[config.mk]
export PLATFORM = sky130hd
export DESIGN_NAME = u16550_regfile
export DESIGN_NICKNAME = d
export VERILOG_FILES = /design/src/u16550_pkg.sv /design/src/u16550_regfile.sv
export VERILOG_INCLUDE_DIRS = /design/src /design/src/src
export SDC_FILE = /design/constraint.sdc
export NUM_CORES = 1
export LEC_CHECK = 0
export ABC_AREA = 1
export BUFFER_PORTS_ARGS = -buffer_cell sky130_fd_sc_hd__buf_2
export CELL_PAD_IN_SITES_DETAIL_PLACEMENT = 1
export CELL_PAD_IN_SITES_GLOBAL_PLACEMENT = 1
export CORE_ASPECT_RATIO = 0.8
export CORE_MARGIN = 2
export CORE_UTILIZATION = 43
export CTS_BUF_LIST = sky130_fd_sc_hd__clkbuf_4
export CTS_CLUSTER_DIAMETER = 200
export CTS_CLUSTER_SIZE = 30
export DETAILED_ROUTE_END_ITERATION = 8
export PLACE_DENSITY = 0.82
export SLEW_MARGIN = 20
export SYNTH_ARGS = -nofsm -noshare
export SYNTH_HDL_FRONTEND = slang
export SYNTH_SLANG_ARGS = --single-unit
[constraint.sdc]
create_clock -name clk_i -period 1.95 [get_ports clk_i]
set_input_delay 0.195 -clock clk_i [delete_from_list [all_inputs] [get_ports clk_i]]
set_output_delay 0.195 -clock clk_i [all_outputs]
set_load 0.02 [all_outputs]
[src/uart_16550_register_model_macros.svh]
// Assertion macros for the UART register model.
// Used by u16550_regfile; no other dependencies.
`ifndef UART_16550_REGISTER_MODEL_MACROS_SVH
`define UART_16550_REGISTER_MODEL_MACROS_SVH

`ifndef SYNTH
// Checked with reset held off.
`define U16_ASSERT(lbl, prop, msg) \
  lbl: assert property (@(posedge clk_i) disable iff (!rst_ni) prop) else $error(msg);
// Checked on every edge, reset included.
`define U16_ASSERT_ALWAYS(lbl, prop, msg) \
  lbl: assert property (@(posedge clk_i) prop) else $error(msg);
`else
`define U16_ASSERT(lbl, prop, msg)
`define U16_ASSERT_ALWAYS(lbl, prop, msg)
`endif

`endif

[src/u16550_pkg.sv]
// Shared types, codes and constants of the UART register model.
// No dependencies.
package u16550_pkg;

  typedef enum logic [1:0] {
    OP_READ  = 2'd0,
    OP_WRITE = 2'd1,
    OP_POLL  = 2'd2
  } op_e;

  typedef enum logic [2:0] {
    REG_RBR = 3'd0,
    REG_IER = 3'd1,
    REG_IIR = 3'd2,
    REG_LCR = 3'd3,
    REG_MCR = 3'd4,
    REG_LSR = 3'd5,
    REG_MSR = 3'd6,
    REG_SCR = 3'd7
  } reg_e;

  localparam logic [2:0] IIR_RX    = 3'h4;
  localparam logic [2:0] IIR_THRE  = 3'h2;
  localparam logic [2:0] IIR_MODEM = 3'h0;
  localparam logic [2:0] IIR_NONE  = 3'h1;

  localparam int unsigned SRC_RX    = 0;
  localparam int unsigned SRC_THRE  = 1;
  localparam int unsigned SRC_MODEM = 3;

  localparam int unsigned LCR_DLAB = 7;
  localparam int unsigned LSR_DR   = 0;
  localparam int unsigned LSR_THRE = 5;

  localparam logic [7:0] FCR_MASK    = 8'h9F;
  localparam logic [7:0] LSR_KEEP    = 8'hF0;
  localparam logic [7:0] LSR_TX_BITS = 8'h60;
  localparam logic [7:0] LSR_RX_BIT  = 8'h01;
  localparam logic [7:0] OPEN_BUS    = 8'hFF;

  typedef struct packed {
    logic [7:0] rx_byte;
    logic       tx_ready;
    logic       rx_ready;
    logic [7:0] write_data;
    logic [3:0] reg_addr;
    logic [1:0] opcode;
  } item_t;

  typedef struct packed {
    logic       irq_line;
    logic       rx_taken;
    logic [7:0] tx_byte;
    logic       tx_valid;
    logic [7:0] read_data;
  } result_t;

  function automatic logic [2:0] ident_of(input logic [3:0] pend);
    logic [2:0] id;
    if (pend[SRC_RX]) begin
      id = IIR_RX;
    end else if (pend[SRC_THRE]) begin
      id = IIR_THRE;
    end else if (pend[SRC_MODEM]) begin
      id = IIR_MODEM;
    end else begin
      id = IIR_NONE;
    end
    return id;
  endfunction

endpackage

[src/u16550_regfile.sv]
// Register state and per-transaction decode of the UART register model.
// Depends on u16550_pkg and uart_16550_register_model_macros.svh.
`include "uart_16550_register_model_macros.svh"

module u16550_regfile (
  input  logic                clk_i,
  input  logic                rst_ni,
  input  logic                en_i,
  input  u16550_pkg::item_t   item_i,
  output u16550_pkg::result_t res_o
);

  logic [7:0] ier_q, ier_d;
  logic [2:0] ident_q, ident_d;
  logic [7:0] fcr_q, fcr_d;
  logic [7:0] lcr_q, lcr_d;
  logic [5:0] mcr_q, mcr_d;
  logic [7:0] lsr_q, lsr_d;
  logic [7:0] scr_q, scr_d;
  logic [7:0] dll_q, dll_d;
  logic [7:0] dlm_q, dlm_d;
  logic [3:0] pend_q, pend_d;
  logic       irq_q;
  logic [7:0] lsr_now;
  logic       dlab;

  assign dlab = lcr_q[u16550_pkg::LCR_DLAB];
  assign lsr_now = (item_i.rx_ready ? u16550_pkg::LSR_RX_BIT : 8'h00)
                 | (item_i.tx_ready ? u16550_pkg::LSR_TX_BITS : 8'h00);

  always_comb begin
    ier_d  = ier_q;
    fcr_d  = fcr_q;
    lcr_d  = lcr_q;
    mcr_d  = mcr_q;
    lsr_d  = lsr_q;
    scr_d  = scr_q;
    dll_d  = dll_q;
    dlm_d  = dlm_q;
    pend_d = pend_q;
    res_o  = '0;
    case (item_i.opcode)
      u16550_pkg::OP_READ: begin
        if (item_i.reg_addr[3]) begin
          res_o.read_data = u16550_pkg::OPEN_BUS;
        end else begin
          case (item_i.reg_addr[2:0])
            u16550_pkg::REG_RBR: begin
              if (dlab) begin
                res_o.read_data = dll_q;
              end else begin
                pend_d[u16550_pkg::SRC_RX] = 1'b0;
                res_o.read_data = item_i.rx_ready ? item_i.rx_byte : u16550_pkg::OPEN_BUS;
                res_o.rx_taken  = item_i.rx_ready;
              end
            end
            u16550_pkg::REG_IER: res_o.read_data = dlab ? dlm_q : ier_q;
            u16550_pkg::REG_IIR: res_o.read_data = {5'd0, ident_q};
            u16550_pkg::REG_LCR: res_o.read_data = lcr_q;
            u16550_pkg::REG_MCR: res_o.read_data = {2'd0, mcr_q};
            u16550_pkg::REG_LSR: begin
              res_o.read_data = lsr_now;
              lsr_d = lsr_now & u16550_pkg::LSR_KEEP;
            end
            u16550_pkg::REG_MSR: pend_d[u16550_pkg::SRC_MODEM] = 1'b0;
            u16550_pkg::REG_SCR: res_o.read_data = scr_q;
            default: res_o.read_data = u16550_pkg::OPEN_BUS;
          endcase
        end
      end
      u16550_pkg::OP_WRITE: begin
        if (!item_i.reg_addr[3]) begin
          case (item_i.reg_addr[2:0])
            u16550_pkg::REG_RBR: begin
              if (dlab) begin
                dll_d = item_i.write_data;
              end else begin
                res_o.tx_valid = 1'b1;
                res_o.tx_byte  = item_i.write_data;
                // THRE drops, then comes back if enabled
                pend_d[u16550_pkg::SRC_THRE] = ier_q[u16550_pkg::SRC_THRE];
              end
            end
            u16550_pkg::REG_IER: begin
              if (dlab) begin
                dlm_d = item_i.write_data;
              end else begin
                ier_d = item_i.write_data;
              end
            end
            u16550_pkg::REG_IIR: fcr_d = item_i.write_data & u16550_pkg::FCR_MASK;
            u16550_pkg::REG_LCR: lcr_d = item_i.write_data;
            u16550_pkg::REG_MCR: mcr_d = item_i.write_data[5:0];
            u16550_pkg::REG_SCR: scr_d = item_i.write_data;
            default: ;
          endcase
        end
      end
      u16550_pkg::OP_POLL: begin
        lsr_d = lsr_q | lsr_now;
        if (item_i.rx_ready && !lsr_q[u16550_pkg::LSR_DR]
            && ier_q[u16550_pkg::SRC_RX]) begin
          pend_d[u16550_pkg::SRC_RX] = 1'b1;
        end
        if (item_i.tx_ready && !lsr_q[u16550_pkg::LSR_THRE]
            && ier_q[u16550_pkg::SRC_THRE]) begin
          pend_d[u16550_pkg::SRC_THRE] = 1'b1;
        end
      end
      default: ;
    endcase
    // IIR is recomputed only when the pending set changes
    ident_d = (pend_d != pend_q) ? u16550_pkg::ident_of(pend_d) : ident_q;
    res_o.irq_line = |pend_d;
  end

  always_ff @(posedge clk_i or negedge rst_ni) begin
    if (!rst_ni) begin
      ier_q   <= '0;
      ident_q <= '0;
      fcr_q   <= '0;
      lcr_q   <= '0;
      mcr_q   <= '0;
      lsr_q   <= '0;
      scr_q   <= '0;
      dll_q   <= '0;
      dlm_q   <= '0;
      pend_q  <= '0;
      irq_q   <= 1'b0;
    end else if (en_i) begin
      ier_q   <= ier_d;
      ident_q <= ident_d;
      fcr_q   <= fcr_d;
      lcr_q   <= lcr_d;
      mcr_q   <= mcr_d;
      lsr_q   <= lsr_d;
      scr_q   <= scr_d;
      dll_q   <= dll_d;
      dlm_q   <= dlm_d;
      pend_q  <= pend_d;
      irq_q   <= |pend_d;
    end
  end

  `U16_ASSERT_ALWAYS(a_irq_tracks_pend, irq_q == (pend_q != 4'd0), "irq out of step with pending")
  `U16_ASSERT_ALWAYS(a_no_src2, pend_q[2] == 1'b0, "unused pending bit set")
  `U16_ASSERT(a_ident_live, (pend_q != 4'd0) |-> (ident_q != u16550_pkg::IIR_NONE), "IIR says none while pending")
  `U16_ASSERT(a_raise_enabled, en_i |=> (((pend_q & ~$past(pend_q)) & ~$past(ier_q[3:0])) == 4'd0), "source raised while disabled")
  `U16_ASSERT(a_taken_ready, (en_i && res_o.rx_taken) |-> item_i.rx_ready, "rx taken with no byte")

endmodule

==> impl_metrics.ini <==
[finish]
final_cells = 484
syn_to_final_growth_pct = 21.3
fin_nets = 430
diodes = 0
fin_util = 0.542
drive_gt1_frac = 0.280
final_area_um2 = 3470

[grt]
grt_pass1_wl_um = 14900
grt_start_max_net_pins = 27
antenna_found_initial = 0
gr-total-overflow = 0
gr-usage-all-layers = 0.270
grt_pass1_vias = 2798

[clocking]
cts_buffers = 5
cts.sinks = 54
path_clk_slew_ps = 160
htreeDepth = 2
root_buffer = clkbuf_4
clock_path_buffers = 2
clkLatencyLatePin_ps = 390
tritoncts = done

[sta]
period_minus_slack_ps = 2080
post-route-period-util = 1.07
tightest_slew_ps = 557
timing_hold_violations_final = 0
timing.final.ws_setup_ps = -130
setup_viol = 13
fmaxAchievable_mhz = 481
final_max_slew_viol_count = 0
slew_headroom = 0.629
tns_ps = -460
rsz0062_at_grt = yes
finClkSkew_ps = 7.43

[floorplanning]
fp.dieW_um = 95.2
dieArea_um2 = 7330
initial_core_util = 0.447
core_area_um2 = 6410
ioPinCount = 46
die_h_um = 77.0
rows = 26

[detailed_routing]
drc = 0
vias = 2775
wirelength_um = 9550
viasPerCell = 5.73
drt_iter0_markers = 280
drt-pass1-iter-count = 5
ant_nets = 0
wl_per_cell_um = 19.7

[worst_setup_path]
path_cells = inv_6 > buf_8 > nand2_1 > a21oi_2 > a21oi_2 > nand4_1 > nor2_1 > nor2_1 > buf_2
worst_ep_required_time_ps = 1750
crit_fanout = 11
cp_top_family = flip-flops
endpoint_kind = output port
cp-start-kind = flop
critPathKind = reg -> out
crit_arrival_ps = 1880
path_buf_inv = 3
max_stage_delay_ps = 510
crit_slowest_cell = dfrtp_2

[logic_synthesis]
yosys.area.top_type = dfrtp_1
synth.distinct_cells = 38
muxShareOfSynthArea = 0
synth_top_family_by_area = simple AND/OR/NAND/NOR gates
syn_area_per_cell_um2 = 8.25
synthCells = 347
synthAdderAreaFrac = 0.0131
syn-num-nets = 377
synthSimpleGateAreaFrac = 0.263
syn_area_um2 = 2860
synth_top_area_frac = 0.472
synth_seq_cells = 54
synthTopCellsByArea = dfrtp_1 47%, nand2_1 12%, o21ai_1 6.6%, inv_1 3.5%, o21ai_0 2.8%
synth_xor_area_frac = 0
ys_warn_count = 0
synth-compound-area-share = 0.175
synth_seq_area_share = 0.472

[place]
place_area_um2 = 3160
place_congestion = 0.843
port-buffer-count = 45
dp_hpwl_um = 6890
dp_slack_ps = 132
dp.cells = 470

[worst_hold_path]
hp-class = in -> reg

[job]
maxCapViolCount = 0

[status]
status = complete, but fails checks
failed_checks = negative setup slack

[power_and_ir_drop]
powerDensity_nw_per_um2 = 699
p_leak_uw = 0.00162
vdd_drop_max_v = 0.000295
-- synthesized netlist by cell type --
library cell	instances
nand2_1	95
dfrtp_1	54
o21ai_1	38
inv_1	27
nor2_1	19
o21ai_0	16
a21oi_1	14
nand3_1	14
o221ai_1	8
inv_2	7
buf_2	6
nand2_2	5
buf_6	4
nand4_1	4
nor3_1	4
a41oi_1	3
ha_1	3
nor2_4	3
a31oi_1	2
nand3_2	2
nor2_2	2
a21oi_2	1
a221oi_1	1
a22o_1	1
a22oi_1	1
and3_1	1
buf_4	1
clkbuf_1	1
inv_4	1
nand3_4	1
nand4_2	1
nand4_4	1
nor3_2	1
nor3_4	1
nor3b_1	1
nor4_4	1
o2111ai_1	1
o21ai_2	1
-- cell type report --
cell class | instances | area, µm²
Timing Repair Buffer | 58 | 395
Multi-Input combinational cell | 246 | 1400
Fill cell | 776 | 2940
Clock buffer | 5 | 37.5
Inverter | 35 | 144
Sequential cell | 54 | 1350
Clock inverter | 2 | 33.8
Tap cell | 84 | 105
-- cells by family (layout without fill, tap and decap cells) --
| kind of cell | after synthesis | count (layout) |
|---|---|---|
| AOI/OAI and AO/OA | 87 | 87 |
| adders and majority gates | 3 | 3 |
| buffers and inverters | 47 | 100 |
| DFF | 54 | 54 |
| and+or+nand+nor | 156 | 156 |
-- layout by cell type, fill, tap and decap left out, types with 8 or more instances in the layout --
cell and n:
o21ai_0 15, buf_4 20, dfrtp_1 53, buf_2 31
nand2_1 94, nand3_1 13, nor2_4 8, nor2_1 10
o21ai_1 38, inv_1 26, a21oi_1 10
-- flip-flops by register name (all words and copies together), names as in the netlist --
name / cells
ident_q: 3
mcr_q: 6
dlm_q: 8
lcr_q: 8
pend_q: 3
scr_q: 8
lsr_q: 2
ier_q: 8
dll_q: 8
-- power breakdown --
group          total (µW)  leakage (µW)  internal, µW  switching [µW]
sequential           1300      0.000717          1230            68.7
clock                 633     0.0000387           260             373
combinational         498      0.000860           176             322
-- routing by layer --
| layer | global-route usage | vias to the layer above | routed length [µm] |
|---|---|---|---|
| met5 | 0 | - | 0 |
| met4 | 0.0928 | 0 | 256 |
| met3 | 0.0648 | 26 | 737 |
| met2 | 0.411 | 124 | 4430 |
| met1 | 0.376 | 1357 | 4130 |
| li1 | - | 1268 | - |
-- timing repair --
item                                   4_1_cts  5_1_grt
resized for setup                           22       32
endpoints found under the hold margin       20        0
pin swaps                                    3        2
cloned                                       0        0
buffers inserted                             4        2
setup endpoints to repair                   18       17
hold buffers                                 1        0
-- tightest hold or removal path: stages --
cell and delay [ps]:
buf_2 110, nand2_1 50, o21ai_0 60
-- stage by stage --
stage | hold slack, ps | power (µW)
finish | 50.7 | 2430
global route | 69.4 | 2540
CTS | 48.7 | 2410
detailed placement | 213 | 1750
global placement | 203 | 1730
floorplan | -101 | 1570
-- worst paths after layout --
kind	from	to	slack, ps	cells after the start
worst min register to register	ident_q[2]	ident_q[2]	510	2
min in group asynchronous	rst_ni	dlm_q[5]	290	2
worst max register to register	lcr_q[7]	dll_q[1]	270	6
worst max-delay path	lcr_q[7]	res_o[6]	-130	9
max in group asynchronous	rst_ni	lcr_q[7]	1110	3
worst min-delay path	item_i[15]	lsr_q[5]	50	3
No activity file was read; power rests on OpenSTA's default activity.
